`src/dda_pkg.sv`:
```
// ----------------------------------------------------------------------------
// DDA line rasteriser package
// Shared widths, the item kind codes, the command word passed from the front
// end to the back end, and the pixel rounding function.
// ----------------------------------------------------------------------------
package dda_pkg;

  localparam int CW    = 12;                 // coordinate bits
  localparam int FB    = 16;                 // fraction bits
  localparam int SW    = CW + 1;             // step count / delta magnitude bits
  localparam int PW    = CW + 1 + FB;        // position accumulator bits
  localparam int IW    = FB + 2;             // increment bits
  localparam int QW    = FB + 1;             // increment magnitude bits
  localparam int DCW   = $clog2(FB + 1);     // divider iteration counter bits
  localparam int IDW   = ((4 * CW + 7) / 8) * 8;
  localparam int ODW   = ((2 * CW + 7) / 8) * 8;
  localparam int QDEPTH = 2;
  localparam int QAW   = $clog2(QDEPTH);

  typedef enum logic {
    KIND_LOAD = 1'b0,
    KIND_ADV  = 1'b1
  } kind_t;

  // Classified item: endpoints already ordered left to right
  typedef struct packed {
    kind_t                 kind;
    logic signed [CW-1:0]  sx;
    logic signed [CW-1:0]  sy;
    logic                  neg_x;
    logic                  neg_y;
    logic        [SW-1:0]  mag_x;
    logic        [SW-1:0]  mag_y;
    logic        [SW-1:0]  steps;
  } cmd_t;

  // Round half away from zero: (p + half - sign) >>> FB
  function automatic logic signed [CW-1:0] round_pos(input logic signed [PW-1:0] p);
    logic [PW:0] half_v;
    logic [PW:0] sum;
    half_v         = '0;
    half_v[FB-1]   = 1'b1;
    sum = {p[PW-1], p} + half_v - {{PW{1'b0}}, p[PW-1]};
    return sum[FB+CW-1:FB];
  endfunction

endpackage

```
`src/dda_queue.sv`:
```
// ----------------------------------------------------------------------------
// DDA command queue
// Short first-in first-out buffer of classified commands between the front
// and back ends.
// ----------------------------------------------------------------------------
module dda_queue
  import dda_pkg::*;
(
  input  logic clk,
  input  logic rst,
  input  logic push,
  input  cmd_t push_cmd,
  output logic full,
  output logic valid,
  output cmd_t cmd,
  input  logic pop
);

  cmd_t           entries [QDEPTH];
  logic [QAW-1:0] wr_ptr;
  logic [QAW-1:0] rd_ptr;
  logic [QAW:0]   count;

  assign full  = (count == (QAW+1)'(QDEPTH));
  assign valid = (count != '0);
  assign cmd   = entries[rd_ptr];

  always_ff @(posedge clk) begin
    if (rst) begin
      wr_ptr <= '0;
      rd_ptr <= '0;
      count  <= '0;
    end else begin
      if (push) begin
        entries[wr_ptr] <= push_cmd;
        wr_ptr          <= wr_ptr + 1'b1;
      end
      if (pop) begin
        rd_ptr <= rd_ptr + 1'b1;
      end
      if (push && !pop) begin
        count <= count + 1'b1;
      end else if (pop && !push) begin
        count <= count - 1'b1;
      end
    end
  end

endmodule

```
`src/dda_front.sv`:
```
// ----------------------------------------------------------------------------
// DDA front end
// Accepts input beats, orders the endpoints left to right, works out the
// deltas, their magnitudes and the step count, and pushes a command.
// ----------------------------------------------------------------------------
module dda_front
  import dda_pkg::*;
(
  input  logic           s_tvalid,
  output logic           s_tready,
  input  logic [IDW-1:0] s_tdata,
  input  logic           s_tuser,
  input  logic           q_full,
  output logic           q_push,
  output cmd_t           q_cmd
);

  logic signed [CW-1:0] in_sx, in_sy, in_ex, in_ey;
  logic signed [CW-1:0] ax, ay, bx, by;
  logic signed [SW-1:0] dx, dy;
  logic        [SW-1:0] mx, my;
  logic                 swap;

  assign s_tready = !q_full;
  assign q_push   = s_tvalid && !q_full;

  always_comb begin
    in_sx = s_tdata[CW-1:0];
    in_sy = s_tdata[2*CW-1:CW];
    in_ex = s_tdata[3*CW-1:2*CW];
    in_ey = s_tdata[4*CW-1:3*CW];

    swap = (in_sx > in_ex);
    ax   = swap ? in_ex : in_sx;
    ay   = swap ? in_ey : in_sy;
    bx   = swap ? in_sx : in_ex;
    by   = swap ? in_sy : in_ey;

    dx = {bx[CW-1], bx} - {ax[CW-1], ax};
    dy = {by[CW-1], by} - {ay[CW-1], ay};
    mx = dx[SW-1] ? SW'(-dx) : SW'(dx);
    my = dy[SW-1] ? SW'(-dy) : SW'(dy);

    q_cmd.kind  = kind_t'(s_tuser);
    q_cmd.sx    = ax;
    q_cmd.sy    = ay;
    q_cmd.neg_x = dx[SW-1];
    q_cmd.neg_y = dy[SW-1];
    q_cmd.mag_x = mx;
    q_cmd.mag_y = my;
    q_cmd.steps = (mx > my) ? mx : my;
  end

endmodule

```
`src/dda_back.sv`:
```
// ----------------------------------------------------------------------------
// DDA back end
// Executes commands: runs the shift-subtract divider for the increments on a
// load, steps the fixed-point position on an advance, and holds the output
// register.
// ----------------------------------------------------------------------------
module dda_back
  import dda_pkg::*;
(
  input  logic           clk,
  input  logic           rst,
  input  logic           q_valid,
  input  cmd_t           q_cmd,
  output logic           q_pop,
  output logic           m_tvalid,
  input  logic           m_tready,
  output logic [ODW-1:0] m_tdata,
  output logic           m_tlast
);

  typedef enum logic [1:0] {
    ST_RUN,
    ST_DIV,
    ST_START
  } state_t;

  state_t                state;
  logic                  active;
  logic signed [PW-1:0]  pos_x, pos_y;
  logic signed [IW-1:0]  incr_x, incr_y;
  logic        [SW-1:0]  steps_left;
  logic                  neg_x, neg_y;
  logic        [SW-1:0]  rem_x, rem_y;
  logic        [QW-1:0]  quo_x, quo_y;
  logic        [DCW-1:0] div_cnt;
  logic signed [CW-1:0]  point_x, point_y;

  logic                  out_free;
  logic                  out_load;
  logic signed [PW-1:0]  pos_x_next, pos_y_next;
  logic        [SW:0]    trial_x, trial_y;
  logic                  ge_x, ge_y;
  logic        [SW:0]    diff_x, diff_y;

  assign m_tdata  = {{(ODW-2*CW){1'b0}}, point_y, point_x};
  assign out_free = !m_tvalid || m_tready;

  // out_load: a new beat enters the output register this cycle
  always_comb begin
    q_pop    = 1'b0;
    out_load = 1'b0;
    if (state == ST_RUN && q_valid) begin
      if (q_cmd.kind == KIND_LOAD) begin
        q_pop    = (q_cmd.steps != '0) || out_free;
        out_load = (q_cmd.steps == '0) && out_free;
      end else begin
        q_pop    = !active || out_free;
        out_load = active && out_free;
      end
    end else if (state == ST_START) begin
      out_load = out_free;
    end
  end

  always_comb begin
    pos_x_next = pos_x + {{(PW-IW){incr_x[IW-1]}}, incr_x};
    pos_y_next = pos_y + {{(PW-IW){incr_y[IW-1]}}, incr_y};
    // first iteration yields the integer bit, so no doubling
    trial_x = (div_cnt == '0) ? {1'b0, rem_x} : {rem_x, 1'b0};
    trial_y = (div_cnt == '0) ? {1'b0, rem_y} : {rem_y, 1'b0};
    ge_x    = (trial_x >= {1'b0, steps_left});
    ge_y    = (trial_y >= {1'b0, steps_left});
    diff_x  = trial_x - {1'b0, steps_left};
    diff_y  = trial_y - {1'b0, steps_left};
  end

  always_ff @(posedge clk) begin
    if (rst) begin
      state    <= ST_RUN;
      active   <= 1'b0;
      m_tvalid <= 1'b0;
      div_cnt  <= '0;
    end else begin
      if (m_tvalid && m_tready && !out_load) begin
        m_tvalid <= 1'b0;
      end
      unique case (state)
        ST_RUN: begin
          if (q_pop) begin
            if (q_cmd.kind == KIND_LOAD) begin
              pos_x      <= {q_cmd.sx[CW-1], q_cmd.sx, {FB{1'b0}}};
              pos_y      <= {q_cmd.sy[CW-1], q_cmd.sy, {FB{1'b0}}};
              steps_left <= q_cmd.steps;
              neg_x      <= q_cmd.neg_x;
              neg_y      <= q_cmd.neg_y;
              rem_x      <= q_cmd.mag_x;
              rem_y      <= q_cmd.mag_y;
              div_cnt    <= '0;
              active     <= 1'b0;
              if (q_cmd.steps == '0) begin
                // zero-length line: one point, marked last
                incr_x   <= '0;
                incr_y   <= '0;
                point_x  <= q_cmd.sx;
                point_y  <= q_cmd.sy;
                m_tlast  <= 1'b1;
                m_tvalid <= 1'b1;
              end else begin
                state <= ST_DIV;
              end
            end else if (active) begin
              pos_x      <= pos_x_next;
              pos_y      <= pos_y_next;
              steps_left <= steps_left - 1'b1;
              point_x    <= round_pos(pos_x_next);
              point_y    <= round_pos(pos_y_next);
              m_tlast    <= (steps_left == SW'(1));
              m_tvalid   <= 1'b1;
              active     <= (steps_left != SW'(1));
            end
          end
        end
        ST_DIV: begin
          rem_x   <= ge_x ? diff_x[SW-1:0] : trial_x[SW-1:0];
          rem_y   <= ge_y ? diff_y[SW-1:0] : trial_y[SW-1:0];
          quo_x   <= {quo_x[QW-2:0], ge_x};
          quo_y   <= {quo_y[QW-2:0], ge_y};
          div_cnt <= div_cnt + 1'b1;
          if (div_cnt == DCW'(FB)) begin
            state <= ST_START;
          end
        end
        ST_START: begin
          incr_x <= neg_x ? -{1'b0, quo_x} : {1'b0, quo_x};
          incr_y <= neg_y ? -{1'b0, quo_y} : {1'b0, quo_y};
          if (out_free) begin
            point_x  <= pos_x[FB+CW-1:FB];
            point_y  <= pos_y[FB+CW-1:FB];
            m_tlast  <= 1'b0;
            m_tvalid <= 1'b1;
            active   <= 1'b1;
            state    <= ST_RUN;
          end
        end
        default: begin
          state <= ST_RUN;
        end
      endcase
    end
  end

endmodule

```
`src/dda_line_rasterizer.sv`:
```
// ----------------------------------------------------------------------------
// DDA line rasteriser
// Loads a pair of endpoints and walks the line one pixel per advance beat.
// ----------------------------------------------------------------------------
// Input stream s_*: tuser is the kind (0 load endpoints, 1 advance). A load
// beat carries both endpoints in tdata; an advance beat ignores tdata.
// Output stream m_*: one pixel per beat, tlast marks the final pixel.
// A load emits the left endpoint first. For a line of non-zero length the
// increments come from a shift-subtract divider that retires one quotient bit
// per cycle; the start pixel follows once the divider is done, and a
// zero-length line gives its single pixel, marked last.
// Each advance beat yields the next pixel through the position adders, and
// advances sustain one beat per cycle while the output is not stalled.
// An advance with no line in progress gives no beat. A load during a line
// drops the rest of that line.
// A two-entry command queue parts input from execution, so input beats are
// still taken while the output is stalled, until the queue fills; a stalled
// output beat holds its value. Reset empties the queue and the output
// register and leaves the block idle.
// ----------------------------------------------------------------------------
module dda_line_rasterizer
  import dda_pkg::*;
(
  input  logic           clk,
  input  logic           rst,
  input  logic           s_tvalid,
  output logic           s_tready,
  input  logic [IDW-1:0] s_tdata,   // start_x, start_y, end_x, end_y
  input  logic           s_tuser,   // kind
  output logic           m_tvalid,
  input  logic           m_tready,
  output logic [ODW-1:0] m_tdata,   // point_x, point_y
  output logic           m_tlast
);

  logic q_full;
  logic q_push;
  cmd_t q_in;
  logic q_valid;
  cmd_t q_out;
  logic q_pop;

  dda_front u_front (
    .s_tvalid (s_tvalid),
    .s_tready (s_tready),
    .s_tdata  (s_tdata),
    .s_tuser  (s_tuser),
    .q_full   (q_full),
    .q_push   (q_push),
    .q_cmd    (q_in)
  );

  dda_queue u_queue (
    .clk      (clk),
    .rst      (rst),
    .push     (q_push),
    .push_cmd (q_in),
    .full     (q_full),
    .valid    (q_valid),
    .cmd      (q_out),
    .pop      (q_pop)
  );

  dda_back u_back (
    .clk      (clk),
    .rst      (rst),
    .q_valid  (q_valid),
    .q_cmd    (q_out),
    .q_pop    (q_pop),
    .m_tvalid (m_tvalid),
    .m_tready (m_tready),
    .m_tdata  (m_tdata),
    .m_tlast  (m_tlast)
  );

endmodule

```
`config.mk`:
```
export PLATFORM = sky130hd
export DESIGN_NAME = dda_line_rasterizer
export DESIGN_NICKNAME = d
export VERILOG_FILES = /design/src/dda_pkg.sv /design/src/dda_queue.sv /design/src/dda_front.sv /design/src/dda_back.sv /design/src/dda_line_rasterizer.sv
export SDC_FILE = /design/constraint.sdc
export NUM_CORES = 1
export LEC_CHECK = 0
export ABC_AREA = 1
export BUFFER_PORTS_ARGS = -buffer_cell sky130_fd_sc_hd__buf_4
export CORE_MARGIN = 2
export CORE_UTILIZATION = 50
export CTS_CLUSTER_SIZE = 25
export DETAILED_ROUTE_END_ITERATION = 6
export PLACE_DENSITY = 0.69
export SYNTH_ARGS = -nofsm -noshare
export SYNTH_HDL_FRONTEND = slang
export SYNTH_SLANG_ARGS = --single-unit
export TNS_END_PERCENT = 5
```
`constraint.sdc`:
```
create_clock -name clk -period 7.4 [get_ports clk]
set_input_delay 0 -clock clk [delete_from_list [all_inputs] [get_ports clk]]
set_output_delay 0 -clock clk [all_outputs]
set_load 0.02 [all_outputs]
```
==> results.md, run 1 <==
- Power density cells: 401 mW/mm²
- Worst skew pair latency: 560 ps
- Vias in the first global route: 20200
- Crit start category: input pin
- Tightest Hold Check Type: in2reg
- Root buffer cell: clkbuf_16
- Antenna Violating Nets Remaining: 0
- Initial core utilization: between 50% and 60%
- Gr usage total: 26.0%
- Post-synthesis cell area: ~0.024 mm²
- Final Hold Fails: 0
- Max Root-Sink Buffers: 3
- Ys flop type: edfxtp_1
- HPWL after detailed placement: 48700 µm
- Final setup fails: 0
- CP most frequent cell: nand2_1
- Synth Register Bits: 340
- Area of the multi-input gates: ~0.012 mm²
- Final wirelength: 64800 µm
- Width of the die: between 200 and 250 µm
- Largest net degree at the start of global routing: 82
- Register Area: 0.0101 mm²
- RSZ-0062 raised after global routing: false
- Routability cong.: 0.912
- Drt drc: 0
- P_leak: 0.0120 µW
- Core Util, Final: 56.9%
- Most common cell after layout, fill and taps aside: nand2_1
- CORE AREA: 0.0474 mm²
- # IOs: 80
- Rel. slew slack: 27.5%
- WP data required: 7680 ps
- Post-CTS Resized: 0
- Clock-pin slew on the worst setup and hold paths: 60 ps
- Post-Synthesis Cells: between 2000 and 3000
- Syn Nets: 3211
- Antenna Cells: 0
- Vias/cell: 5.58
- Die height: 223 µm
- Crit path max fanout: 31
- Worst-margin pin slew: 1090 ps
- Most frequent cells in the layout: nand2_1 (729), inv_1 (339), edfxtp_1 (326)
- Routed vias: between 20000 and 25000
- Max VDD drop: 214 µV
- Mapped Avg Cell Area: 8.00 µm²
- Htree depth: 2
- Status: finished clean
- Die ar.: 0.0495 mm²
- EDFF count, synth: 326
- Fillers: 4404
- Area Overhead vs Synth: 13.0%
- DRT Pass-1 Iters: 7
- F_max: 164 MHz
- Reg2Reg Depth: 20
- Clock tree sinks: 340
- CTS tree: done
- Count of input and output buffers: 79
- Worst Path Arrival: 6390 ps
- Gr ovfl total: 0
- Critical path's largest stage delay: 650 ps
- Hold Path Depth: 5
- Setup TNS: 0 ps
- Nets@finish: around 3300
- Max cap viols: 0
- Register area share after synthesis: 42.1%
- Setup ws final: 1290 ps
- Rows: 80
- Layout cells sized above 1: under 10%
- FFs w/ async S/R, synth: 0%
- Worst path slowest cell: nor2_1
- WL/cell: about 17 µm
- CTS buffer count: 39
- Endpoint class of the critical path: register
- First-pass GRT wire length: 103000 µm
- Period utilisation layout: 82.6%
- Yosys warning total: 0
- Distinct cells, synth: just over 60
- Place WS: 1350 ps
- Final Max Tran Viols: 0
- Setup CP Type: in2reg
- Skew final: 16.5 ps
- DR iter-0 viols: 1532
- Min Tclk post-route: approximately 6100 ps
- Initial antenna violation count: 0
## Yosys cell counts, types with 3 or more instances
master	instances	area share, %
xor2_1	60	2.2
o31ai_1	3	0.094
nand4_1	45	1.2
o221ai_1	3	0.11
xnor2_1	30	1.1
o21ai_1	13	0.27
nor3_1	54	1.1
nand3_1	166	3.5
mux2i_1	6	0.25
nand3_2	8	0.34
o211ai_1	9	0.28
nand2_2	16	0.42
inv_2	10	0.16
o21ai_0	221	4.6
buf_6	5	0.24
nor4_1	15	0.39
nand2_4	5	0.24
nor2_2	4	0.10
or2_2	20	0.52
ha_1	168	8.8
clkbuf_1	49	0.77
edfxtp_1	326	41
a211oi_1	4	0.13
a31oi_1	14	0.37
a21oi_1	237	5.0
nor3b_1	7	0.22
o21a_1	9	0.28
dfxtp_1	14	1.2
and3_1	7	0.18
a221oi_1	5	0.18
inv_1	340	5.3
o22ai_1	16	0.42
nor2_1	279	4.4
a221o_1	3	0.13
o21ai_2	4	0.15
o21bai_1	14	0.44
nand2_1	729	11
xor2_2	3	0.20
fa_1	4	0.34
a21o_1	17	0.53
nand3b_1	9	0.28
buf_1	7	0.11
a2111oi_0	3	0.11
## state kept, by name, indices dropped and copies added, names as in the netlist, 5 cells and up, named ones only
name	count
u_back.quo_y	17
u_back.steps_left	13
u_back.point_x	12
u_back.rem_x	13
u_back.rem_y	13
u_back.quo_x	17
u_back.incr_x	18
u_queue.entries	132
u_back.pos_y	29
u_back.pos_x	29
u_back.point_y	12
u_back.incr_y	18
u_back.div_cnt	5
## what timing repair did
| item | 4_1_cts | 5_1_grt |
|---|---|---|
| buffers inserted | 0 | 0 |
| hold buffers | 47 | 0 |
| hold endpoints to repair | 54 | 0 |
## power breakdown
group	internal, µW	switching [µW]	total, µW
Combinational	1930	3930	5860
Clock	1290	807	2100
Sequential	2720	156	2880
Total	5940	4890	10800
## final timing paths
kind	startpoint	to	slack, ps
setup / recovery	s_tdata[11]	u_queue.entries[1][6]$_DFFE_PP_	1290
hold / removal	s_tdata[12]	u_queue.entries[0][13]$_DFFE_PP_	20
setup reg to reg	u_back.incr_y[0]$_SDFFCE_PN0P_	u_back.point_y[10]$_DFFE_PP_	2090
hold reg to reg	u_queue.rd_ptr$_SDFFE_PP0P_	u_queue.rd_ptr$_SDFFE_PP0P_	450
## routing by layer
layer	vias up	wire length [µm]	track usage [%]	part of all wire [%]
li1	10500	-	-	-
met1	9853	29100	34.6	45
met2	546	30800	44.2	48
met3	91	3220	3.73	5.0
met4	0	1620	7.38	2.5
met5	-	0	0	0
## through the flow
stage	total power, µW	cell area, µm²	hold slack, ps	cells
floorplan	7110	23900	98.9	2986
CTS	10800	27000	12.1	3750
global placement	8560	25200	188	3634
detailed placement	8650	25200	188	3634
finish	10800	27000	16.6	3750
global route	11700	27000	36.5	3750
## logic make-up (layout without fill, tap and decap cells)
logic type / Yosys count / count (layout) / share of synthesized area [%]
muxes: 6 / 6 / 0.251
AOI/OAI and AO/OA: 589 / 589 / 13.6
xor gates and xnor gates: 94 / 94 / 3.57
and+or+nand+nor: 1369 / 1369 / 24.5
buffers and inverters: 416 / 565 / 6.75
adders and majority gates: 172 / 172 / 9.13
DFF: 340 / 340 / 42.1
## layout make-up
class | count | area share [%]
multi-input cells | 2230 | 45.4
flip-flops and latches | 340 | 37.3
inverters | 352 | 4.89
repair buffers | 144 | 4.44
clock buffers | 43 | 3.83
well taps | 615 | 2.85
clock inverters | 26 | 1.27
## critical path, delay by kind of cell
kind | cells | cell delay, ps
buffers and inverters | 6 | 1630
AOI/OAI and AO/OA | 8 | 1220
adders and majority gates | 2 | 710
xor gates and xnor gates | 1 | 270
and+or+nand+nor | 15 | 2550
(Power assumes the default switching activity.)
==> run 2: changes to the inputs <==
clock period = 4.99 ns   (was 7.4 ns; I/O delays follow)
==> results.md, run 2 (same netlist as run 1, synthesis figures left out) <==
- Most frequent cells in the layout: nand2_1 (718), inv_1 (337), edfxtp_1 (326) (was nand2_1 (729), inv_1 (339), edfxtp_1 (326))
- Failing checks: design-rule violations
- Power density cells: 596 mW/mm² (was 401 mW/mm²)
- Endpoint class of the critical path: register (unchanged)
- Final Max Tran Viols: 0 (unchanged)
- Critical hold path startpoint: s_tdata[37] (was s_tdata[12])
- Die ar.: 0.0495 mm² (unchanged)
- Final wirelength: 65300 µm (was 64800 µm)
- Area of the multi-input gates: 0.0125 mm² (was 0.0123 mm²)
- Area Overhead vs Synth: 16.4% (was 13.0%)
- WL/cell: 17.1 µm (was 17.3 µm)
- Hold EP: u_queue.entries[1][42]$_DFFE_PP_ (was u_queue.entries[0][13]$_DFFE_PP_)
- First-pass GRT wire length: 104000 µm (was 103000 µm)
- Final setup fails: 0 (unchanged)
- Min Tclk post-route: 4700 ps
- Rows: 80 (unchanged)
- Initial core utilization: 50.4% (unchanged)
- Clock power frac: 19.1% (was 19.3%)
- Antenna Violating Nets Remaining: 0 (unchanged)
- Largest regs: u_queue.entries x132, u_back.pos_x x29, u_back.pos_y x29 (unchanged)
- Register with the most flip-flops: u_queue.entries (unchanged)
- Setup CP Type: reg2reg (was in2reg)
- Worst skew pair latency: 560 ps (about the same)
- Crit path max fanout: 5 (was 31)
- Width of the die: 223 µm (unchanged)
- Hold Path Depth: 3 (was 5)
- Final Power: 16600 µW (was 10800 µW)
- WP data required: 5370 ps (was 7680 ps)
- Max VDD drop: 404 µV (was 214 µV)
- Reg2Reg Depth: 23 (was 20)
- Routed vias: 21300 (was 20900)
- Htree depth: 2 (unchanged)
- Status: complete, but fails checks (was finished clean)
- Largest net degree at the start of global routing: 99 (was 82)
- Drt drc: 3 (was 0)
- # IOs: 80 (unchanged)
- Antenna Cells: 0 (unchanged)
- Vias in the first global route: 20200 (about the same)
- Layout cells sized above 1: 11.0% (was 7.91%)
- HPWL after detailed placement: 48700 µm (about the same)
- Non-filler instance count after layout: 3813 (was 3750)
- CTS buffer count: 40 (was 39)
- Period utilisation layout: 94.2%
- DRT Pass-1 Iters: 7 (unchanged)
- Final Hold Fails: 0 (unchanged)
- Inst Count DP: 3687 (was 3634)
- Die height: 223 µm (unchanged)
- Skew final: 15.1 ps (was 16.5 ps)
- Sw Pwr: 7370 µW (was 4890 µW)
- Most common cell after layout, fill and taps aside: nand2_1 (unchanged)
- CORE AREA: 0.0474 mm² (unchanged)
- Gr ovfl total: 0 (unchanged)
- Max reg flops: 132 (unchanged)
- Routability cong.: 0.922 (was 0.912)
- Nets@finish: 3394 (was 3332)
- Clock-pin slew on the worst setup and hold paths: 60 ps (about the same)
- Internal: 9190 µW (was 5940 µW)
- Reg-to-Reg End: u_back.point_x[11]$_DFFE_PP_ (was u_back.point_y[10]$_DFFE_PP_)
- Reg2Reg Launch Point: u_back.incr_x[0]$_SDFFCE_PN0P_ (was u_back.incr_y[0]$_SDFFCE_PN0P_)
- F_max: 213 MHz
- Worst-margin pin slew: 1140 ps (was 1090 ps)
- FF-to-FF setup slack: 290 ps (was 2090 ps)
- DR iter-0 viols: 1746 (was 1532)
- Gr usage total: 26.2% (was 26.0%)
- Rel. slew slack: 23.7% (was 27.5%)
- CTS tree: done (unchanged)
- Root buffer cell: clkbuf_16 (unchanged)
- Setup TNS: 0 ps (unchanged)
- Tightest Hold Check Type: in2reg (unchanged)
- Max Root-Sink Buffers: 3 (unchanged)
- Fillers: 4312 (was 4404)
- Worst Path Arrival: 5080 ps (was 6390 ps)
- Clock tree sinks: 340 (unchanged)
- Combinational share of power: 55.2% (was 54.1%)
- Max cap viols: 0 (unchanged)
- Vias/cell: 5.59 (was 5.58)
- Initial antenna violation count: 0 (unchanged)
- Flop pwr share: 25.7% (was 26.6%)
- Count of input and output buffers: 79 (unchanged)
- P_leak: 0.0123 µW (was 0.0120 µW)
- Register Area: 0.0101 mm² (unchanged)
- Sw Share: 44.5% (was 45.2%)
- Crit start category: register (was input pin)
run 2: changes by cell type in the layout (fill, tap and decap cells not counted), sizes merged:
cell and delta:
buf +59, clkinv +1, dlygate4sd3 +2, bufinv +1
run 2: how the worst max path moves through the flow:
| stage | start | endpoint | slack [ps] | depth (start not counted) |
|---|---|---|---|---|
| 2_1_floorplan | u_queue.count[0]$_SDFFE_PP0P_ | u_queue.entries[1][0]$_DFFE_PP_ | -760 | 4 |
| 3_3_place_gp | s_tdata[9] | u_queue.entries[0][6]$_DFFE_PP_ | 60 | 36 |
| 3_5_place_dp | s_tdata[33] | u_queue.entries[1][6]$_DFFE_PP_ | -40 | 38 |
| 4_1_cts | s_tdata[11] | u_queue.entries[1][6]$_DFFE_PP_ | 7 | 35 |
| 5_1_grt | s_tdata[1] | u_queue.entries[0][0]$_DFFE_PP_ | -40 | 37 |
| 6_report | u_back.incr_x[0]$_SDFFCE_PN0P_ | u_back.point_x[11]$_DFFE_PP_ | 290 | 23 |
run 2: critical path: stages, from the launching register on:
cell      delay [ps]
edfxtp_1         370
ha_1             270
fa_1             400
nand2_1           70
inv_1             50
o21ai_0          140
nand2_1          120
nand2_1           80
nand2_1          110
nand2_1           80
nand2_1          170
a21oi_2          220
o21ai_0          160
a21oi_1          260
o21ai_0          150
xnor2_1          350
ha_1             350
a21oi_1          300
o21ai_0          150
a211oi_1         310
nand2_1           90
nand2_1           60
nand3_1           60
a21oi_1          200
run 2: layer usage:
layer | track usage, % | share of wire (%) | routed length (µm) | up-vias
li1 | - | - | - | 10600
met1 | 35.6 | 45 | 29300 | 10000
met2 | 44.4 | 47 | 30900 | 549
met3 | 3.02 | 5.2 | 3370 | 117
met4 | 7.47 | 2.8 | 1840 | 0
met5 | 0 | 0 | 0 | -
run 2: through the flow:
| stage | utilization, % | setup WS, ps | hold slack, ps | instance area [µm²] |
|---|---|---|---|---|
| floorplan | - | -755 | 98.9 | 23900 |
| global placement | 53.9 | 60.2 | 205 | 25600 |
| detailed placement | 53.9 | -40.6 | 208 | 25600 |
| CTS | 57.9 | 6.81 | 4.20 | 27500 |
| global route | 58.6 | -36.1 | 31.2 | 27800 |
| finish | 58.6 | 291 | 50.0 | 27800 |
run 2: layout make-up:
class / count / share of cell area, %
Tap cell: 615 / 2.77
Multi-Input combinational cell: 2230 / 45.0
Inverter: 352 / 4.77
Timing Repair Buffer: 205 / 6.14
Clock inverter: 28 / 1.36
Clock buffer: 43 / 3.72
Sequential cell: 340 / 36.2
run 2: power by group through the flow:
stage	Sequential, µW	Clock (µW)	Combinational (µW)
floorplan	4320	0	6220
global placement	4300	0	8670
detailed placement	4310	0	8790
CTS	4260	3220	8910
global route	4300	3330	10200
finish	4260	3160	9140
run 2: repair_timing:
action	4_1_cts	5_1_grt
hold buffers	49	0
resized for setup	0	59
buffers inserted	0	6
endpoints found under the hold margin	58	0
setup endpoints to repair	0	32
